File: src/sv/tlbpt_pkg.sv
// ----------------------------------------------------------------------------
// tlbpt_pkg
// Shared widths, defaults and the result type of the TLB and page-table
// address translator.
// ----------------------------------------------------------------------------
package tlbpt_pkg;

    localparam int ADDR_W   = 16;
    localparam int PAGE_W   = 8;
    localparam int OFFSET_W = 8;
    localparam int CNT_W    = 16;
    localparam int FREE_W   = 9;

    localparam logic [FREE_W-1:0] FREE_MAX = '1;

    localparam int TLB_ENTRIES_DEF  = 16;
    localparam int PAGE_ENTRIES_DEF = 256;

    typedef struct packed {
        logic [ADDR_W-1:0] physical_address;
        logic              tlb_hit;
        logic              table_miss;
        logic [CNT_W-1:0]  hit_total;
        logic [CNT_W-1:0]  fault_total;
        logic [CNT_W-1:0]  lookup_total;
    } result_t;

endpackage

File: src/sv/tlbpt_ram.sv
// ----------------------------------------------------------------------------
// tlbpt_ram
// Generic single-clock RAM with one write port and one registered read port.
// ----------------------------------------------------------------------------
module tlbpt_ram #(
    parameter int WIDTH = 8,
    parameter int DEPTH = 16,
    localparam int AW   = (DEPTH > 1) ? $clog2(DEPTH) : 1
) (
    input  logic             clk,
    input  logic             we,
    input  logic [AW-1:0]    waddr,
    input  logic [WIDTH-1:0] wdata,
    input  logic             re,
    input  logic [AW-1:0]    raddr,
    output logic [WIDTH-1:0] rdata
);

    logic [WIDTH-1:0] mem [DEPTH];

    always_ff @(posedge clk)
    begin
        if (we)
        begin
            mem[waddr] <= wdata;
        end
        if (re)
        begin
            rdata <= mem[raddr];
        end
    end

endmodule

File: src/sv/tlbpt_xlate.sv
// ----------------------------------------------------------------------------
// tlbpt_xlate
// Lookup engine: reads the TLB and page-table RAMs, resolves hit, table hit
// or fault, writes back the entries and keeps the frame allocator and counts.
// ----------------------------------------------------------------------------
module tlbpt_xlate
    import tlbpt_pkg::*;
#(
    parameter int TLB_ENTRIES  = TLB_ENTRIES_DEF,
    parameter int PAGE_ENTRIES = PAGE_ENTRIES_DEF
) (
    input  logic              clk,
    input  logic              rst_n,
    input  logic              in_valid,
    input  logic [ADDR_W-1:0] logical_address,
    output logic              busy,
    input  logic              res_ready,
    output logic              res_valid,
    output result_t           res
);

    localparam int TLB_AW = (TLB_ENTRIES > 1) ? $clog2(TLB_ENTRIES) : 1;
    localparam int PT_AW  = $clog2(PAGE_ENTRIES);
    localparam int PAGES  = 2 ** PAGE_W;

    typedef enum logic {
        ST_IDLE,
        ST_LOOKUP
    } state_t;

    function automatic logic [CNT_W-1:0] sat_inc(input logic [CNT_W-1:0] v);
        return (v == '1) ? v : v + 1'b1;
    endfunction

    state_t                    state_reg;
    state_t                    state_next;
    logic [PAGE_W-1:0]         page_reg;
    logic [OFFSET_W-1:0]       offset_reg;
    logic [TLB_AW-1:0]         slot_reg;
    logic [PT_AW-1:0]          pidx_reg;
    logic [TLB_ENTRIES-1:0]    tlb_valid_reg;
    logic [PAGE_ENTRIES-1:0]   pt_valid_reg;
    logic [FREE_W-1:0]         free_reg;
    logic [FREE_W-1:0]         free_next;
    logic [CNT_W-1:0]          hit_cnt_reg;
    logic [CNT_W-1:0]          hit_cnt_next;
    logic [CNT_W-1:0]          fault_cnt_reg;
    logic [CNT_W-1:0]          fault_cnt_next;
    logic [CNT_W-1:0]          lookup_cnt_reg;
    logic [CNT_W-1:0]          lookup_cnt_next;

    logic [TLB_AW-1:0]         slot_lut [PAGES];
    logic [PT_AW-1:0]          pidx_lut [PAGES];

    logic [PAGE_W-1:0]         in_page;
    logic                      accept;
    logic                      finish;
    logic [2*PAGE_W-1:0]       tlb_rdata;
    logic [PAGE_W-1:0]         pt_rdata;
    logic                      hit;
    logic                      pt_hit;
    logic                      fault;
    logic [PAGE_W-1:0]         frame;
    logic                      tlb_we;
    logic                      pt_we;

    // Slot and table index of every page, folded at elaboration.
    for (genvar g = 0; g < PAGES; g++)
    begin : g_lut
        assign slot_lut[g] = TLB_AW'(g % TLB_ENTRIES);
        assign pidx_lut[g] = PT_AW'(g % PAGE_ENTRIES);
    end

    assign in_page = logical_address[ADDR_W-1 -: PAGE_W];
    assign accept  = in_valid && (state_reg == ST_IDLE);
    assign finish  = (state_reg == ST_LOOKUP) && res_ready;
    assign busy    = (state_reg == ST_LOOKUP);

    tlbpt_ram #(
        .WIDTH (2 * PAGE_W),
        .DEPTH (TLB_ENTRIES)
    ) u_tlb_ram (
        .clk   (clk),
        .we    (tlb_we),
        .waddr (slot_reg),
        .wdata ({page_reg, frame}),
        .re    (accept),
        .raddr (slot_lut[in_page]),
        .rdata (tlb_rdata)
    );

    tlbpt_ram #(
        .WIDTH (PAGE_W),
        .DEPTH (PAGE_ENTRIES)
    ) u_pt_ram (
        .clk   (clk),
        .we    (pt_we),
        .waddr (pidx_reg),
        .wdata (frame),
        .re    (accept),
        .raddr (pidx_lut[in_page]),
        .rdata (pt_rdata)
    );

    always_comb
    begin
        hit    = tlb_valid_reg[slot_reg] && (tlb_rdata[2*PAGE_W-1:PAGE_W] == page_reg);
        pt_hit = pt_valid_reg[pidx_reg];
        fault  = !hit && !pt_hit;

        if (hit)
        begin
            frame = tlb_rdata[PAGE_W-1:0];
        end
        else if (pt_hit)
        begin
            frame = pt_rdata;
        end
        else
        begin
            frame = free_reg[PAGE_W-1:0];
        end

        tlb_we = finish && !hit;
        pt_we  = finish && fault;

        free_next       = (fault && (free_reg != FREE_MAX)) ? free_reg + 1'b1 : free_reg;
        hit_cnt_next    = hit ? sat_inc(hit_cnt_reg) : hit_cnt_reg;
        fault_cnt_next  = fault ? sat_inc(fault_cnt_reg) : fault_cnt_reg;
        lookup_cnt_next = sat_inc(lookup_cnt_reg);

        unique case (state_reg)
            ST_IDLE:   state_next = accept ? ST_LOOKUP : ST_IDLE;
            ST_LOOKUP: state_next = finish ? ST_IDLE : ST_LOOKUP;
            default:   state_next = ST_IDLE;
        endcase

        res_valid            = (state_reg == ST_LOOKUP);
        res.physical_address = {frame, offset_reg};
        res.tlb_hit          = hit;
        res.table_miss       = fault;
        res.hit_total        = hit_cnt_next;
        res.fault_total      = fault_cnt_next;
        res.lookup_total     = lookup_cnt_next;
    end

    always_ff @(posedge clk or negedge rst_n)
    begin
        if (!rst_n)
        begin
            state_reg      <= ST_IDLE;
            tlb_valid_reg  <= '0;
            pt_valid_reg   <= '0;
            free_reg       <= '0;
            hit_cnt_reg    <= '0;
            fault_cnt_reg  <= '0;
            lookup_cnt_reg <= '0;
        end
        else
        begin
            state_reg <= state_next;
            if (finish)
            begin
                free_reg       <= free_next;
                hit_cnt_reg    <= hit_cnt_next;
                fault_cnt_reg  <= fault_cnt_next;
                lookup_cnt_reg <= lookup_cnt_next;
            end
            if (tlb_we)
            begin
                tlb_valid_reg[slot_reg] <= 1'b1;
            end
            if (pt_we)
            begin
                pt_valid_reg[pidx_reg] <= 1'b1;
            end
        end
    end

    always_ff @(posedge clk)
    begin
        if (accept)
        begin
            page_reg   <= in_page;
            offset_reg <= logical_address[OFFSET_W-1:0];
            slot_reg   <= slot_lut[in_page];
            pidx_reg   <= pidx_lut[in_page];
        end
    end

endmodule

File: src/sv/tlb_page_table_translator_top.sv
// ----------------------------------------------------------------------------
// tlb_page_table_translator_top
// Address translator with a direct-mapped TLB, a single-level page table and
// an up-counting frame allocator.
// ----------------------------------------------------------------------------
// Each accepted word carries a 16-bit logical address: the upper byte is the
// page and the lower byte the offset. The page is looked up in a direct-mapped
// TLB at slot page mod TLB_ENTRIES; on a miss the page table is consulted at
// index page mod PAGE_ENTRIES, and on a page-table miss the next free frame
// is allocated and written into both tables. One result word follows every
// input word, giving the physical address, the hit and fault flags and
// saturating running counts. Acceptance starts the registered read of both
// table RAMs; the lookup state then resolves the lookup, presents the result
// and, once it is taken, writes back the TLB slot and page-table entry. The
// input stays stalled for the whole lookup, so a new word is taken only after
// the previous result has been handed on. Results land in an output register,
// so a new word is taken while the previous result waits downstream; a
// resolved lookup waits while that register is still held. Valid bits live in
// flip-flops cleared by reset, so no clearing pass is needed after reset.
// ----------------------------------------------------------------------------
module tlb_page_table_translator_top
    import tlbpt_pkg::*;
#(
    parameter int TLB_ENTRIES  = TLB_ENTRIES_DEF,
    parameter int PAGE_ENTRIES = PAGE_ENTRIES_DEF
) (
    input  logic              clk,
    input  logic              rst_n,
    input  logic              in_valid,
    output logic              in_stall,
    input  logic [ADDR_W-1:0] logical_address,
    output logic              out_valid,
    input  logic              out_stall,
    output logic [ADDR_W-1:0] physical_address,
    output logic              tlb_hit,
    output logic              table_miss,
    output logic [CNT_W-1:0]  hit_total,
    output logic [CNT_W-1:0]  fault_total,
    output logic [CNT_W-1:0]  lookup_total
);

    logic    res_ready;
    logic    res_valid;
    result_t res;
    logic    out_valid_reg;
    result_t out_reg;

    // The lookup engine holds one item at a time and stalls the input while
    // it is working on it.
    tlbpt_xlate #(
        .TLB_ENTRIES  (TLB_ENTRIES),
        .PAGE_ENTRIES (PAGE_ENTRIES)
    ) u_xlate (
        .clk             (clk),
        .rst_n           (rst_n),
        .in_valid        (in_valid),
        .logical_address (logical_address),
        .busy            (in_stall),
        .res_ready       (res_ready),
        .res_valid       (res_valid),
        .res             (res)
    );

    // The output register may be loaded when it is empty or being emptied.
    assign res_ready = !out_valid_reg || !out_stall;

    always_ff @(posedge clk or negedge rst_n)
    begin
        if (!rst_n)
        begin
            out_valid_reg <= 1'b0;
        end
        else if (res_ready)
        begin
            out_valid_reg <= res_valid;
        end
    end

    always_ff @(posedge clk)
    begin
        if (res_ready && res_valid)
        begin
            out_reg <= res;
        end
    end

    assign out_valid        = out_valid_reg;
    assign physical_address = out_reg.physical_address;
    assign tlb_hit          = out_reg.tlb_hit;
    assign table_miss       = out_reg.table_miss;
    assign hit_total        = out_reg.hit_total;
    assign fault_total      = out_reg.fault_total;
    assign lookup_total     = out_reg.lookup_total;

endmodule

File: config.mk
export PLATFORM = sky130hd
export DESIGN_NAME = tlb_page_table_translator_top
export DESIGN_NICKNAME = d
export VERILOG_FILES = /design/src/sv/tlbpt_pkg.sv /design/src/sv/tlbpt_ram.sv /design/src/sv/tlbpt_xlate.sv /design/src/sv/tlb_page_table_translator_top.sv
export SDC_FILE = /design/constraint.sdc
export NUM_CORES = 2
export LEC_CHECK = 0
export BUFFER_PORTS_ARGS = -buffer_cell sky130_fd_sc_hd__clkbuf_2
export CAP_MARGIN = 20
export CORE_AREA = 4 4 346 519
export DETAILED_ROUTE_END_ITERATION = 6
export DIE_AREA = 0 0 350 523
export GPL_TIMING_DRIVEN = 0
export PLACE_DENSITY = 0.78
export SLEW_MARGIN = 20
export SYNTH_ARGS = -nofsm -noshare
export SYNTH_HDL_FRONTEND = slang
export SYNTH_HIERARCHICAL = 1
export SYNTH_SLANG_ARGS = --single-unit
File: constraint.sdc
create_clock -name clk -period 25.5 [get_ports clk]
set_input_delay 1.275 -clock clk [delete_from_list [all_inputs] [get_ports clk]]
set_output_delay 1.275 -clock clk [all_outputs]
set_load 0.005 [all_outputs]
==> flow_summary.yaml <==
pwr:
  ir_drop_mv: 0.0785
  pwr_density_cell_mw_per_mm2: 83.2
  leakagePower_nw: 43.2
place:
  port_buffers: 87
  hpwlAfterDp_um: 219000
  gp_congestion: 1.03
  placement.setup.worst_slack_ps: 17880
critical_path:
  timing.critical_path.cells: "buf_2 > buf_4 > buf_2 > buf_2 > mux4_2 > mux2i_1 > a21oi_1 > o21ai_0 > a41o_1 > buf_4 > buf_6 > buf_2 > and2_1 > clkbuf_1 > buf_1 > nand3_1 > clkbuf_2 > nor2_1"
  timing.rr.start: "u_xlate/page_reg[1]$_DFFE_PP_"
  arrival_time_reported_for_the_critical_path_endpoint_ps: 8540
  cp-end-kind: "flop"
  worst_path_most_repeated_cell: "sky130_fd_sc_hd__buf_2"
  setup_slack_of_the_worst_register_to_register_path_ps: 17470
  critical_path_required_ps: 26010
  worst-path-buf-inv: 10
  highest_net_fanout_along_the_worst_path: 25
  startpoint_type: "flop"
  timing.critical_path.depth: 18
  crit_slowest_cell: "sky130_fd_sc_hd__edfxtp_1"
  worst_path_dominant_cell_family: "buffers and inverters"
  r2r-end: "u_xlate/u_pt_ram/mem[106][7]$_DFFE_PP_"
  logic_depth_of_the_worst_register_to_register_path: 18
  timing_worst_setup_path_type: "reg2reg"
  worst_path_max_stage_delay_ps: 1050
clocking:
  tritoncts_num_sinks: 2741
  cts_inserted_buffers: 232
  holdBufCountCts: 0
  clk-insertion-delay-late_ps: 890
  post_cts_resize_count: 0
  clock-root-buffer: "sky130_fd_sc_hd__clkbuf_16"
  tritoncts: "built"
  clk_pin_slew_ps: 70
  cts-root-to-sink-buffers: 3
  postCtsSetupBuffers: 0
  htree_num_levels: 4
logic_synthesis:
  syn-instance-count: 5520
  total_of_flip_flops_plus_latches_after_synthesis: 2741
  dominantRegCellSynth: "sky130_fd_sc_hd__edfxtp_1"
  synth.distinct_cells: 69
  synth_compound_gate_area_share: 0.0494
  area_share_of_fa_ha_maj_cells_after_synthesis: 0.000579
  synthSimpleGateAreaFrac: 0.0352
  async_reset_ff_frac: 0.121
  synth_enable_flop_cells: 2410
  synthXorXnorAreaFrac: 0.00649
  syn-num-nets: 5545
  netlist_area_before_placement_mm2: 0.108
  synth_mux_area_frac: 0.141
  yosys_warnings: 6
  seq_area_frac_synth: 0.747
  synth_top_family_by_area: "multiplexers"
  postSynthAreaPerCell_um2: 19.6
timing:
  timing.final.max_slew_violations: 0
  relSlewSlack: 0.0985
  min_period_over_period: 0.315
  max_clock_freq_ghz: 0.125
  totalNegativeSetupSlack_ps: 0
  final_critical_path_setup_slack_ps: 17470
  rsz_0062_raised_after_global_routing: "no"
  skew_ps: 44.7
  hold_violations: 0
  worst_pin_slew_ps: 1340
  post-route-min-period_ps: 8030
  setup_viol: 0
drt:
  drt_wl_total_um: 317000
  drc_errors: 3
  drt-initial-drc-count: 9229
  drt-pass1-iter-count: 7
  detailroute.via_count: 60222
  avgRoutedWirePerCell_um: 37.5
  vias_per_cell: 7.11
  ant_nets: 0
status:
  status: "complete, but fails checks"
  failing_checks: "design-rule violations"
min_path:
  timing.hold.worst.class: "in2async"
final_layout:
  largest_register_ff_count: 2048
  design.final.nets: 5995
  synthesis_to_layout_area_growth_pct: 13.4
  fill_cells: 10171
  drive_gt1_frac: 0.230
floorplan:
  die_width_um: 350
  top_level_ports: 88
  die-area_mm2: 0.183
  num_rows: 188
  initial_utilization: 0.618
  die-height_um: 523
  floorplan.core_area_mm2: 0.175
global_route:
  grt_antenna_before_repair: 18
  wire_length_of_the_first_global_routing_pass_um: 447000
  grt_overflow: 0
  grt_max_degree: 98
  number_of_global_route_vias_before_repair: 60992
  grt_use_total: 0.352
job:
  maxCapViolCount: 0
-- through the flow --
| stage | hold WS [ps] | cells | power [W] | utilization | area, µm² |
|---|---|---|---|---|---|
| 6_report | 391 | 8467 | 0.0102 | 0.701 | 122000 |
| 5_1_grt | 425 | 8451 | 0.0105 | 0.701 | 122000 |
| 4_1_cts | 394 | 8445 | 0.0102 | 0.700 | 122000 |
| 3_5_place_dp | 405 | 8011 | 0.00656 | 0.655 | 114000 |
| 3_3_place_gp | 402 | 7887 | 0.00658 | 0.637 | 111000 |
| 2_1_floorplan | 400 | 5520 | 0.00604 | - | 108000 |
-- how the worst max path moves through the flow --
stage,start,to,slack (ps)
after floorplan,u_xlate/page_reg[0]$_DFFE_PP_,physical_address[14]$_DFFE_PP_,13700
after global placement,u_xlate/page_reg[2]$_DFFE_PP_,u_xlate/u_pt_ram/mem[46][2]$_DFFE_PP_,3630
after detailed placement,u_xlate/page_reg[1]$_DFFE_PP_,u_xlate/u_pt_ram/mem[106][2]$_DFFE_PP_,17880
after CTS,u_xlate/page_reg[1]$_DFFE_PP_,u_xlate/u_pt_ram/mem[34][0]$_DFFE_PP_,17790
after global routing,u_xlate/page_reg[1]$_DFFE_PP_,u_xlate/u_pt_ram/mem[106][4]$_DFFE_PP_,17450
final,u_xlate/page_reg[1]$_DFFE_PP_,u_xlate/u_pt_ram/mem[106][7]$_DFFE_PP_,17470
-- cells by family after synthesis --
family	Yosys count
AOI/OAI and AO/OA	740
xor gates and xnor gates	80
adders and majority gates	5
buffers and inverters	354
DFF	2741
muxes	771
and+or+nand+nor	829
-- layout make-up --
cell class              count  area (µm²)  share of cell area
repair buffers            216        3370              0.0276
clock inverters           151        1790              0.0146
flip-flops and latches   2741       80700               0.659
inverters                  13        48.8            0.000398
clock buffers             283        6150              0.0502
plain buffers             341        2250              0.0183
multi-input cells        2425       25300               0.207
diodes                     17        42.5            0.000347
well taps                2280        2850              0.0233
-- cell usage in the layout (no fill, tap or decap), drive strengths merged, types with 18 or more instances in the layout --
| master | count |
|---|---|
| a21oi | 113 |
| nand2 | 123 |
| a21o | 258 |
| o221ai | 51 |
| buf | 325 |
| dfrtp | 331 |
| edfxtp | 2410 |
| nand4 | 24 |
| xor2 | 23 |
| a211oi | 22 |
| o21ai | 18 |
| o22ai | 32 |
| and3 | 23 |
| and2 | 21 |
| nand3 | 95 |
| nor2 | 393 |
| mux2i | 163 |
| nor4 | 30 |
| nor3 | 33 |
| inv | 23 |
| clkinv | 92 |
| a22oi | 165 |
| bufinv | 35 |
| xnor2 | 57 |
| nor2b | 46 |
| clkbuf | 515 |
| mux4 | 591 |
-- cell usage after synthesis (5+ instances only) --
cell type / count / area [µm²]
sky130_fd_sc_hd__nor4_1: 27 / 169
sky130_fd_sc_hd__buf_8: 13 / 195
sky130_fd_sc_hd__buf_6: 55 / 619
sky130_fd_sc_hd__buf_2: 48 / 240
sky130_fd_sc_hd__nor2_1: 393 / 1480
sky130_fd_sc_hd__o21ai_0: 15 / 75.1
sky130_fd_sc_hd__o22ai_1: 32 / 200
sky130_fd_sc_hd__o221ai_1: 50 / 438
sky130_fd_sc_hd__nand4_1: 23 / 144
sky130_fd_sc_hd__a22o_1: 8 / 70.1
sky130_fd_sc_hd__o21bai_1: 17 / 128
sky130_fd_sc_hd__a22oi_1: 165 / 1240
sky130_fd_sc_hd__nand2b_1: 15 / 93.8
sky130_fd_sc_hd__a221oi_1: 13 / 114
sky130_fd_sc_hd__inv_1: 12 / 45.0
sky130_fd_sc_hd__ha_1: 5 / 62.6
sky130_fd_sc_hd__a21oi_1: 113 / 566
sky130_fd_sc_hd__mux4_1: 12 / 315
sky130_fd_sc_hd__nor2b_1: 46 / 288
sky130_fd_sc_hd__and4_1: 5 / 43.8
sky130_fd_sc_hd__mux4_2: 579 / 13000
sky130_fd_sc_hd__buf_12: 8 / 160
sky130_fd_sc_hd__xor2_1: 23 / 201
sky130_fd_sc_hd__a21o_1: 258 / 1940
sky130_fd_sc_hd__nand3_1: 95 / 475
sky130_fd_sc_hd__a211oi_1: 22 / 165
sky130_fd_sc_hd__or2_2: 7 / 43.8
sky130_fd_sc_hd__o211ai_1: 13 / 97.6
sky130_fd_sc_hd__nor3_1: 33 / 165
sky130_fd_sc_hd__o22a_1: 5 / 43.8
sky130_fd_sc_hd__edfxtp_1: 2410 / 72400
sky130_fd_sc_hd__and3_1: 23 / 144
sky130_fd_sc_hd__mux2i_1: 163 / 1630
sky130_fd_sc_hd__clkbuf_1: 142 / 533
sky130_fd_sc_hd__mux2_1: 7 / 78.8
sky130_fd_sc_hd__buf_1: 29 / 109
sky130_fd_sc_hd__mux2_2: 10 / 113
sky130_fd_sc_hd__dfrtp_1: 331 / 8280
sky130_fd_sc_hd__nand3b_1: 5 / 37.5
sky130_fd_sc_hd__nand2_1: 123 / 462
sky130_fd_sc_hd__xnor2_1: 57 / 499
sky130_fd_sc_hd__and2_1: 21 / 131
sky130_fd_sc_hd__buf_4: 46 / 345
-- per-layer routing --
metal,vias up,track usage,share of wire
met2,4856,0.561,0.48
li1,23365,-,-
met5,-,0.000785,0.00029
met4,14,0.299,0.11
met1,30602,0.390,0.29
met3,1385,0.102,0.12
-- power by group --
group / total [W] / internal [W] / switching [W]
Clock: 0.00369 / 0.00208 / 0.00161
Combinational: 0.00120 / 0.000428 / 0.000769
Sequential: 0.00531 / 0.00525 / 0.0000560
Total: 0.0102 / 0.00776 / 0.00244
Power figures use the tool's default switching activity.
